File: src/rtl/kvst_pkg.sv
`default_nettype none
package kvst_pkg;

   localparam int KEY_W   = 16;
   localparam int VALUE_W = 32;
   localparam int STAT_W  = 2;

   // status codes
   localparam logic [STAT_W-1:0] ST_OK        = 2'd0;
   localparam logic [STAT_W-1:0] ST_NOT_FOUND = 2'd1;
   localparam logic [STAT_W-1:0] ST_FULL      = 2'd2;

   // mode codes
   localparam logic MODE_READ  = 1'b0;
   localparam logic MODE_WRITE = 1'b1;

   typedef struct packed {
      logic capture;
      logic lookup;
      logic load;
   } cmd_type;

   typedef struct packed {
      logic out_free;
   } stat_type;

endpackage
`default_nettype wire

File: src/rtl/kvst_ram.sv
`default_nettype none
module kvst_ram #(
   parameter int WIDTH = 32,
   parameter int DEPTH = 16,
   parameter int ADDR_W = 4
) (
   input  wire logic              clock,
   input  wire logic              wr_en,
   input  wire logic [ADDR_W-1:0] wr_addr,
   input  wire logic [WIDTH-1:0]  wr_data,
   input  wire logic              rd_en,
   input  wire logic [ADDR_W-1:0] rd_addr,
   output logic      [WIDTH-1:0]  rd_data_ff
);

   logic [WIDTH-1:0] mem_ff [DEPTH];

   always_ff @(posedge clock) begin
      if (wr_en) begin
         mem_ff[wr_addr] <= wr_data;
      end
      if (rd_en) begin
         rd_data_ff <= mem_ff[rd_addr];
      end
   end

endmodule
`default_nettype wire

File: src/rtl/kvst_ctrl.sv
`default_nettype none
module kvst_ctrl (
   input  wire logic              clock,
   input  wire logic              reset,
   input  wire logic              req_tvalid,
   output logic                   req_tready,
   input  wire kvst_pkg::stat_type stat,
   output kvst_pkg::cmd_type       cmd
);

   localparam logic [1:0] S_IDLE   = 2'd0;
   localparam logic [1:0] S_LOOKUP = 2'd1;
   localparam logic [1:0] S_DONE   = 2'd2;

   logic [1:0] state_ff;
   logic [1:0] state_in;
   logic       accept;

   always_comb begin
      req_tready = (state_ff == S_IDLE) || ((state_ff == S_DONE) && stat.out_free);
      accept = req_tvalid && req_tready;
      cmd.capture = accept;
      cmd.lookup  = (state_ff == S_LOOKUP);
      cmd.load    = (state_ff == S_DONE) && stat.out_free;
   end

   always_comb begin
      state_in = state_ff;
      unique case (state_ff)
         S_IDLE: begin
            if (accept) state_in = S_LOOKUP;
         end
         S_LOOKUP: begin
            state_in = S_DONE;
         end
         S_DONE: begin
            // result leaves for the output register, next word may enter alongside
            if (stat.out_free) state_in = accept ? S_LOOKUP : S_IDLE;
         end
         default: begin
            state_in = S_IDLE;
         end
      endcase
   end

   always_ff @(posedge clock) begin
      if (reset) begin
         state_ff <= S_IDLE;
      end else begin
         state_ff <= state_in;
      end
   end

endmodule
`default_nettype wire

File: src/rtl/kvst_datapath.sv
`default_nettype none
module kvst_datapath #(
   parameter int SLOTS = 16,
   parameter int IDX_W = 4
) (
   input  wire logic                            clock,
   input  wire logic                            reset,
   input  wire kvst_pkg::cmd_type               cmd,
   output kvst_pkg::stat_type                   stat,
   input  wire logic                            req_mode,
   input  wire logic [kvst_pkg::KEY_W-1:0]      req_key,
   input  wire logic [kvst_pkg::VALUE_W-1:0]    req_value,
   output logic                                 rsp_valid_ff,
   input  wire logic                            rsp_ready,
   output logic [kvst_pkg::STAT_W-1:0]          rsp_status_ff,
   output logic [kvst_pkg::VALUE_W-1:0]         rsp_value_ff
);

   logic                           mode_ff, mode_in;
   logic [kvst_pkg::KEY_W-1:0]     key_ff, key_in;
   logic [kvst_pkg::VALUE_W-1:0]   wval_ff, wval_in;
   logic [SLOTS-1:0]               valid_ff, valid_in;
   logic [kvst_pkg::KEY_W-1:0]     slot_key_ff [SLOTS];
   logic [kvst_pkg::KEY_W-1:0]     slot_key_in [SLOTS];
   logic [kvst_pkg::STAT_W-1:0]    status_ff, status_in;
   logic                           rd_hit_ff, rd_hit_in;
   logic                           rsp_valid_in;
   logic [kvst_pkg::STAT_W-1:0]    rsp_status_in;
   logic [kvst_pkg::VALUE_W-1:0]   rsp_value_in;

   logic [SLOTS-1:0]               match;
   logic                           hit;
   logic [IDX_W-1:0]               hit_idx;
   logic                           free_any;
   logic [IDX_W-1:0]               free_idx;

   logic                           ram_we;
   logic [IDX_W-1:0]               ram_waddr;
   logic                           ram_re;
   logic [kvst_pkg::VALUE_W-1:0]   ram_rdata;

   // parallel key compare and lowest-index pick
   always_comb begin
      hit      = 1'b0;
      hit_idx  = '0;
      free_any = 1'b0;
      free_idx = '0;
      for (int i = SLOTS - 1; i >= 0; i--) begin
         match[i] = valid_ff[i] && (slot_key_ff[i] == key_ff);
         if (match[i]) begin
            hit     = 1'b1;
            hit_idx = IDX_W'(i);
         end
         if (!valid_ff[i]) begin
            free_any = 1'b1;
            free_idx = IDX_W'(i);
         end
      end
   end

   always_comb begin
      mode_in       = mode_ff;
      key_in        = key_ff;
      wval_in       = wval_ff;
      valid_in      = valid_ff;
      slot_key_in   = slot_key_ff;
      status_in     = status_ff;
      rd_hit_in     = rd_hit_ff;
      ram_we        = 1'b0;
      ram_waddr     = hit_idx;
      ram_re        = 1'b0;
      rsp_valid_in  = rsp_valid_ff;
      rsp_status_in = rsp_status_ff;
      rsp_value_in  = rsp_value_ff;

      if (cmd.capture) begin
         mode_in = req_mode;
         key_in  = req_key;
         wval_in = req_value;
      end

      if (cmd.lookup) begin
         rd_hit_in = 1'b0;
         status_in = kvst_pkg::ST_OK;
         if (mode_ff == kvst_pkg::MODE_WRITE) begin
            if (hit) begin
               ram_we = 1'b1;
            end else if (free_any) begin
               ram_we                = 1'b1;
               ram_waddr             = free_idx;
               slot_key_in[free_idx] = key_ff;
               valid_in[free_idx]    = 1'b1;
            end else begin
               status_in = kvst_pkg::ST_FULL;
            end
         end else begin
            if (hit) begin
               ram_re    = 1'b1;
               rd_hit_in = 1'b1;
            end else begin
               status_in = kvst_pkg::ST_NOT_FOUND;
            end
         end
      end

      if (rsp_valid_ff && rsp_ready) rsp_valid_in = 1'b0;
      if (cmd.load) begin
         rsp_valid_in  = 1'b1;
         rsp_status_in = status_ff;
         rsp_value_in  = rd_hit_ff ? ram_rdata : '0;
      end
   end

   assign stat.out_free = !rsp_valid_ff || rsp_ready;

   kvst_ram #(
      .WIDTH  (kvst_pkg::VALUE_W),
      .DEPTH  (SLOTS),
      .ADDR_W (IDX_W)
   ) u_value_ram (
      .clock      (clock),
      .wr_en      (ram_we),
      .wr_addr    (ram_waddr),
      .wr_data    (wval_ff),
      .rd_en      (ram_re),
      .rd_addr    (hit_idx),
      .rd_data_ff (ram_rdata)
   );

   always_ff @(posedge clock) begin
      mode_ff       <= mode_in;
      key_ff        <= key_in;
      wval_ff       <= wval_in;
      slot_key_ff   <= slot_key_in;
      status_ff     <= status_in;
      rd_hit_ff     <= rd_hit_in;
      rsp_status_ff <= rsp_status_in;
      rsp_value_ff  <= rsp_value_in;
      if (reset) begin
         valid_ff     <= '0;
         rsp_valid_ff <= 1'b0;
      end else begin
         valid_ff     <= valid_in;
         rsp_valid_ff <= rsp_valid_in;
      end
   end

endmodule
`default_nettype wire

File: src/rtl/key_value_settings_table.sv
`default_nettype none
// Small associative table of SLOTS entries, each a 16-bit key with a raw 32-bit value.
// A write word (tuser mode 1) updates the entry holding its key, or claims the lowest
// empty entry, and answers status 2 when no entry is left; a read word (mode 0) answers
// the stored value, or status 1 with zero data when the key is absent. Every request
// word gives exactly one response word. Each word passes through the parallel
// key compare with lowest-index pick and the value memory access, then through the
// registered memory read into the output register. The next word is taken in the same
// cycle as the response is loaded, so a new word enters as the last one leaves unless the
// response side stalls. Entries are never freed; reset empties the table at once.
module key_value_settings_table #(
   parameter int SLOTS = 16
) (
   input  wire logic        clock,
   input  wire logic        reset,
   input  wire logic        req_tvalid,
   output logic             req_tready,
   input  wire logic [47:0] req_tdata,   // key [15:0], write_value [47:16]
   input  wire logic [0:0]  req_tuser,   // mode [0]
   output logic             rsp_tvalid,
   input  wire logic        rsp_tready,
   output logic [31:0]      rsp_tdata,   // read_value [31:0]
   output logic [1:0]       rsp_tuser    // status [1:0]
);

   localparam int IDX_W = (SLOTS > 1) ? $clog2(SLOTS) : 1;

   kvst_pkg::cmd_type  cmd;
   kvst_pkg::stat_type stat;

   kvst_ctrl u_ctrl (
      .clock      (clock),
      .reset      (reset),
      .req_tvalid (req_tvalid),
      .req_tready (req_tready),
      .stat       (stat),
      .cmd        (cmd)
   );

   kvst_datapath #(
      .SLOTS (SLOTS),
      .IDX_W (IDX_W)
   ) u_datapath (
      .clock         (clock),
      .reset         (reset),
      .cmd           (cmd),
      .stat          (stat),
      .req_mode      (req_tuser[0]),
      .req_key       (req_tdata[15:0]),
      .req_value     (req_tdata[47:16]),
      .rsp_valid_ff  (rsp_tvalid),
      .rsp_ready     (rsp_tready),
      .rsp_status_ff (rsp_tuser),
      .rsp_value_ff  (rsp_tdata)
   );

endmodule
`default_nettype wire

File: config.mk
export PLATFORM = sky130hd
export DESIGN_NAME = key_value_settings_table
export DESIGN_NICKNAME = d
export VERILOG_FILES = /design/src/rtl/kvst_pkg.sv /design/src/rtl/kvst_ram.sv /design/src/rtl/kvst_ctrl.sv /design/src/rtl/kvst_datapath.sv /design/src/rtl/key_value_settings_table.sv
export SDC_FILE = /design/constraint.sdc
export NUM_CORES = 1
export LEC_CHECK = 0
export ABC_CLOCK_PERIOD_IN_PS = 6200
export BUFFER_PORTS_ARGS = -buffer_cell sky130_fd_sc_hd__buf_2
export CORE_MARGIN = 2
export CORE_UTILIZATION = 40
export CTS_BUF_LIST = sky130_fd_sc_hd__clkbuf_2
export CTS_CLUSTER_SIZE = 12
export DETAILED_ROUTE_END_ITERATION = 8
export GPL_TIMING_DRIVEN = 0
export PLACE_DENSITY = 0.65
export SLEW_MARGIN = 20
export SYNTH_ARGS = -nofsm -noshare
export SYNTH_HDL_FRONTEND = slang
export SYNTH_SLANG_ARGS = --single-unit
File: constraint.sdc
create_clock -name clock -period 6.2 [get_ports clock]
set_clock_uncertainty 0.05 [all_clocks]
set_input_delay 1.24 -clock clock [delete_from_list [all_inputs] [get_ports clock]]
set_output_delay 1.24 -clock clock [all_outputs]
set_load 0.03 [all_outputs]
==> results.json <==
{
  "post-place-cells": 3695,
  "worstPathBufferInverterCount": 4,
  "io_pins": 89,
  "final_routed_wire_length_divided_by_cell_count_um": 23.1,
  "synth_seq_cells": 905,
  "placement.cell_area_mm2": 0.0401,
  "hold-worst-slack_ps": 127,
  "layout.nets": 2801,
  "via_count": 22300,
  "fin_cells": 4188,
  "slew_limit_fails": 0,
  "result_of_the_run": "finished, final reports clean",
  "static-leakage-power_nw": 14.8,
  "place_worst_setup_slack_ps": -393,
  "critical_path_arrival_ps": 6970,
  "worstPathRequired_ps": 7260,
  "grt_remaining_overflow": 0,
  "ctsRootBufferMaster": "clkbuf_2",
  "pwr_density_cell_mw_per_mm2": 259,
  "die-height_um": 310,
  "first_pass_iters": 9,
  "cell_area_synth_mm2": 0.0374,
  "post-route-period-util_pct": 95.3,
  "seq_area_frac_synth_pct": 72.2,
  "max_freq_ghz": 0.169,
  "final_design_area_no_fill_mm2": 0.0430,
  "worstHoldPathType": "primary input to flop",
  "initial_utilization_pct": 40.2,
  "synthDistinctLibCells": 66,
  "cts.sink_count": 905,
  "number_of_enable_flip_flop_cells_after_synthesis": 886,
  "worst_path_largest_cell_delay_ps": 970,
  "path_class": "flop to flop",
  "cts_buffers": 223,
  "dp_hpwl_um": 61900,
  "die_area_mm2": 0.0959,
  "share_of_layout_cells_above_drive_strength_1_pct": 21.9,
  "die_extent_in_x_um": 310,
  "async_reset_ff_share_pct": 0,
  "drt-vias-per-instance": 5.33,
  "rsz0062_at_grt": "false",
  "cp_slowest_cell": "edfxtp_1",
  "finalHoldViolations": 0,
  "crit_path_start_kind": "flop",
  "layout_min_cycle_time_ps": 5910,
  "area.growth.synth_to_final_pct": 15.0,
  "timing.critical_path.max_delay_family": "simple AND/OR/NAND/NOR gates",
  "finalSetupViolCount": 0,
  "clock_path_buffers": 3,
  "path_max_fanout": 18,
  "drc": 0,
  "timing.max_slew.rel_slack_pct": 28.1,
  "cts.clk_slew.worst_paths_ps": 110,
  "cpMostUsedCell": "buf_2",
  "grt_start_max_net_pins": 33,
  "drtIter0Drc": 2074,
  "ys_warn_count": 0,
  "timing.max_cap.violations": 0,
  "antenna_violating_nets_left": 0,
  "globalplace.congestion": 0.922,
  "post-route-worst-setup-slack_ps": 290,
  "clock_tree.htree_level_count": 4,
  "cells_traversed_along_the_worst_timing_path": "buf_2 -> xor2_1 -> nor4_1 -> nor4bb_1 -> and4_1 -> o211ai_1 -> a2111o_1 -> nand2_2 -> buf_6 -> buf_2 -> o21bai_1 -> nor2_4 -> buf_12",
  "dominantRegCellSynth": "edfxtp_1",
  "synth.net_count": 2381,
  "number_of_antenna_violations_at_the_first_check_in_global_routing": 4,
  "floorplan.core_area_mm2": 0.0929,
  "core.rowCount": 112,
  "first_global_vias": 22500,
  "ir_drop_mv": 0.176,
  "io_buffer_count": 87,
  "grt_util_all_layers_pct": 20.2,
  "tritoncts": "yes",
  "detail_route.wirelength_um": 96600,
  "synth_area_per_cell_um2": 16.1,
  "netlist_instances": 2328,
  "grt_first_pass_wirelength_um": 141000,
  "worst_pin_slew_ps": 1080,
  "power.total_mw": 11.1,
  "worstSetupEndpointType": "flop",
  "worst_skew_pair.late_latency_ps": 1530
}
Yosys cell counts, drive strengths merged, types with 7 or more instances:
cell type	instances	share of area, %
xor2	157	3.7
nand2	66	0.67
o21ai	14	0.19
mux2i	192	5.1
nand4b	10	0.23
o211a	64	1.7
clkbuf	26	0.26
nor2b	12	0.20
or4b	10	0.27
mux2	32	0.96
nor4b	11	0.26
a21oi	23	0.32
inv	73	0.73
nand4	28	0.47
edfxtp	886	71
and3	7	0.12
dfxtp	19	1.0
nand3	89	1.2
buf	83	1.5
nor2	82	0.82
a21o	65	1.3
nor4	72	1.2
and2	41	0.69
or4	14	0.28
nand2b	22	0.37
xnor2	98	2.3
a221oi	65	1.5
nor3	10	0.13
cell type report:
class                      count  area (um2)
fill                        8071       50000
sequential                   905       27000
multi-input combinational   1241        9640
timing repair buffer         195        1790
clock buffer                 315        1580
tap                         1254        1570
buffer                       109         642
clock inverter                94         473
inverter                      73         274
antenna                        2        5.00
worst paths after layout:
check                                             start                                    to  slack, ps  cells after the start
worst max-delay path              u_datapath.key_ff[14]  u_datapath.u_value_ram.mem_ff[6][18]        290                     13
worst min-delay path                              reset                u_datapath.valid_ff[4]        130                      2
worst max register to register    u_datapath.key_ff[14]  u_datapath.u_value_ram.mem_ff[6][18]        290                     13
worst min register to register  u_datapath.status_ff[1]           u_datapath.rsp_status_ff[1]        380                      0
timing repair:
item | CTS | global route
endpoints found under the setup margin | 257 | 337
endpoints found under the hold margin | 50 | 0
resized for setup | 2 | 0
setup buffers | 2 | 29
hold buffers | 50 | 0
pin swaps | 0 | 0
cloned | 0 | 0
cell usage in the layout, fill, tap and decap left out, drive strengths merged, types with 22 or more instances in the layout:
master,count
nor4,72
a221oi,65
mux2i,192
a21o,65
clkinv,85
edfxtp,886
xnor2,98
mux2,32
xor2,157
buf,228
o211a,64
nand2b,22
dlygate4sd3,50
nand2,66
inv,79
and2,41
nor2,82
clkbuf,341
nand4,28
a21oi,23
nand3,89
metrics by stage:
step	TNS [ps]	utilization [%]
2_1_floorplan	0	-
3_3_place_gp	-894800	42.4
3_5_place_dp	-67150	43.2
4_1_cts	0	45.9
5_1_grt	0	46.2
6_report	0	46.2
cell families (layout without fill, tap and decap cells):
group                  count (synthesis)  count (layout)  share of synthesized area (%)
flip-flops                           905             905                           72.2
buffers and inverters                182             786                           2.45
other                                  0               2                              0
AND/OR/NAND/NOR                      494             494                           7.36
multiplexers                         224             224                           6.11
XOR/XNOR                             255             255                           5.98
AO/OA/AOI/OAI                        268             268                           5.88
routing by layer:
layer	track usage, %	up-vias	wire length [um]
li1	-	9994	-
met1	25.6	11100	38600
met2	33.6	1043	47200
met3	4.34	178	7740
met4	8.46	0	3030
met5	0	-	0
power breakdown:
| part | leakage (nW) | internal, mW | switching [mW] |
|---|---|---|---|
| sequential | 8.16 | 6.75 | 0.0741 |
| clock | 1.53 | 1.46 | 2.43 |
| combinational | 5.09 | 0.148 | 0.257 |
| total | 14.8 | 8.36 | 2.76 |
sequential cells by signal, summed over array words and instances, names as in the netlist, 2 cells and up:
| signal | cells |
|---|---|
| u_datapath.u_value_ram.mem_ff | 512 |
| u_datapath.slot_key_ff | 256 |
| u_datapath.rsp_value_ff | 32 |
| u_datapath.u_value_ram.rd_data_ff | 32 |
| u_datapath.wval_ff | 32 |
| u_datapath.key_ff | 16 |
| u_datapath.valid_ff | 16 |
| u_ctrl.state_ff | 2 |
| u_datapath.rsp_status_ff | 2 |
| u_datapath.status_ff | 2 |
(Power assumes the default switching activity.)
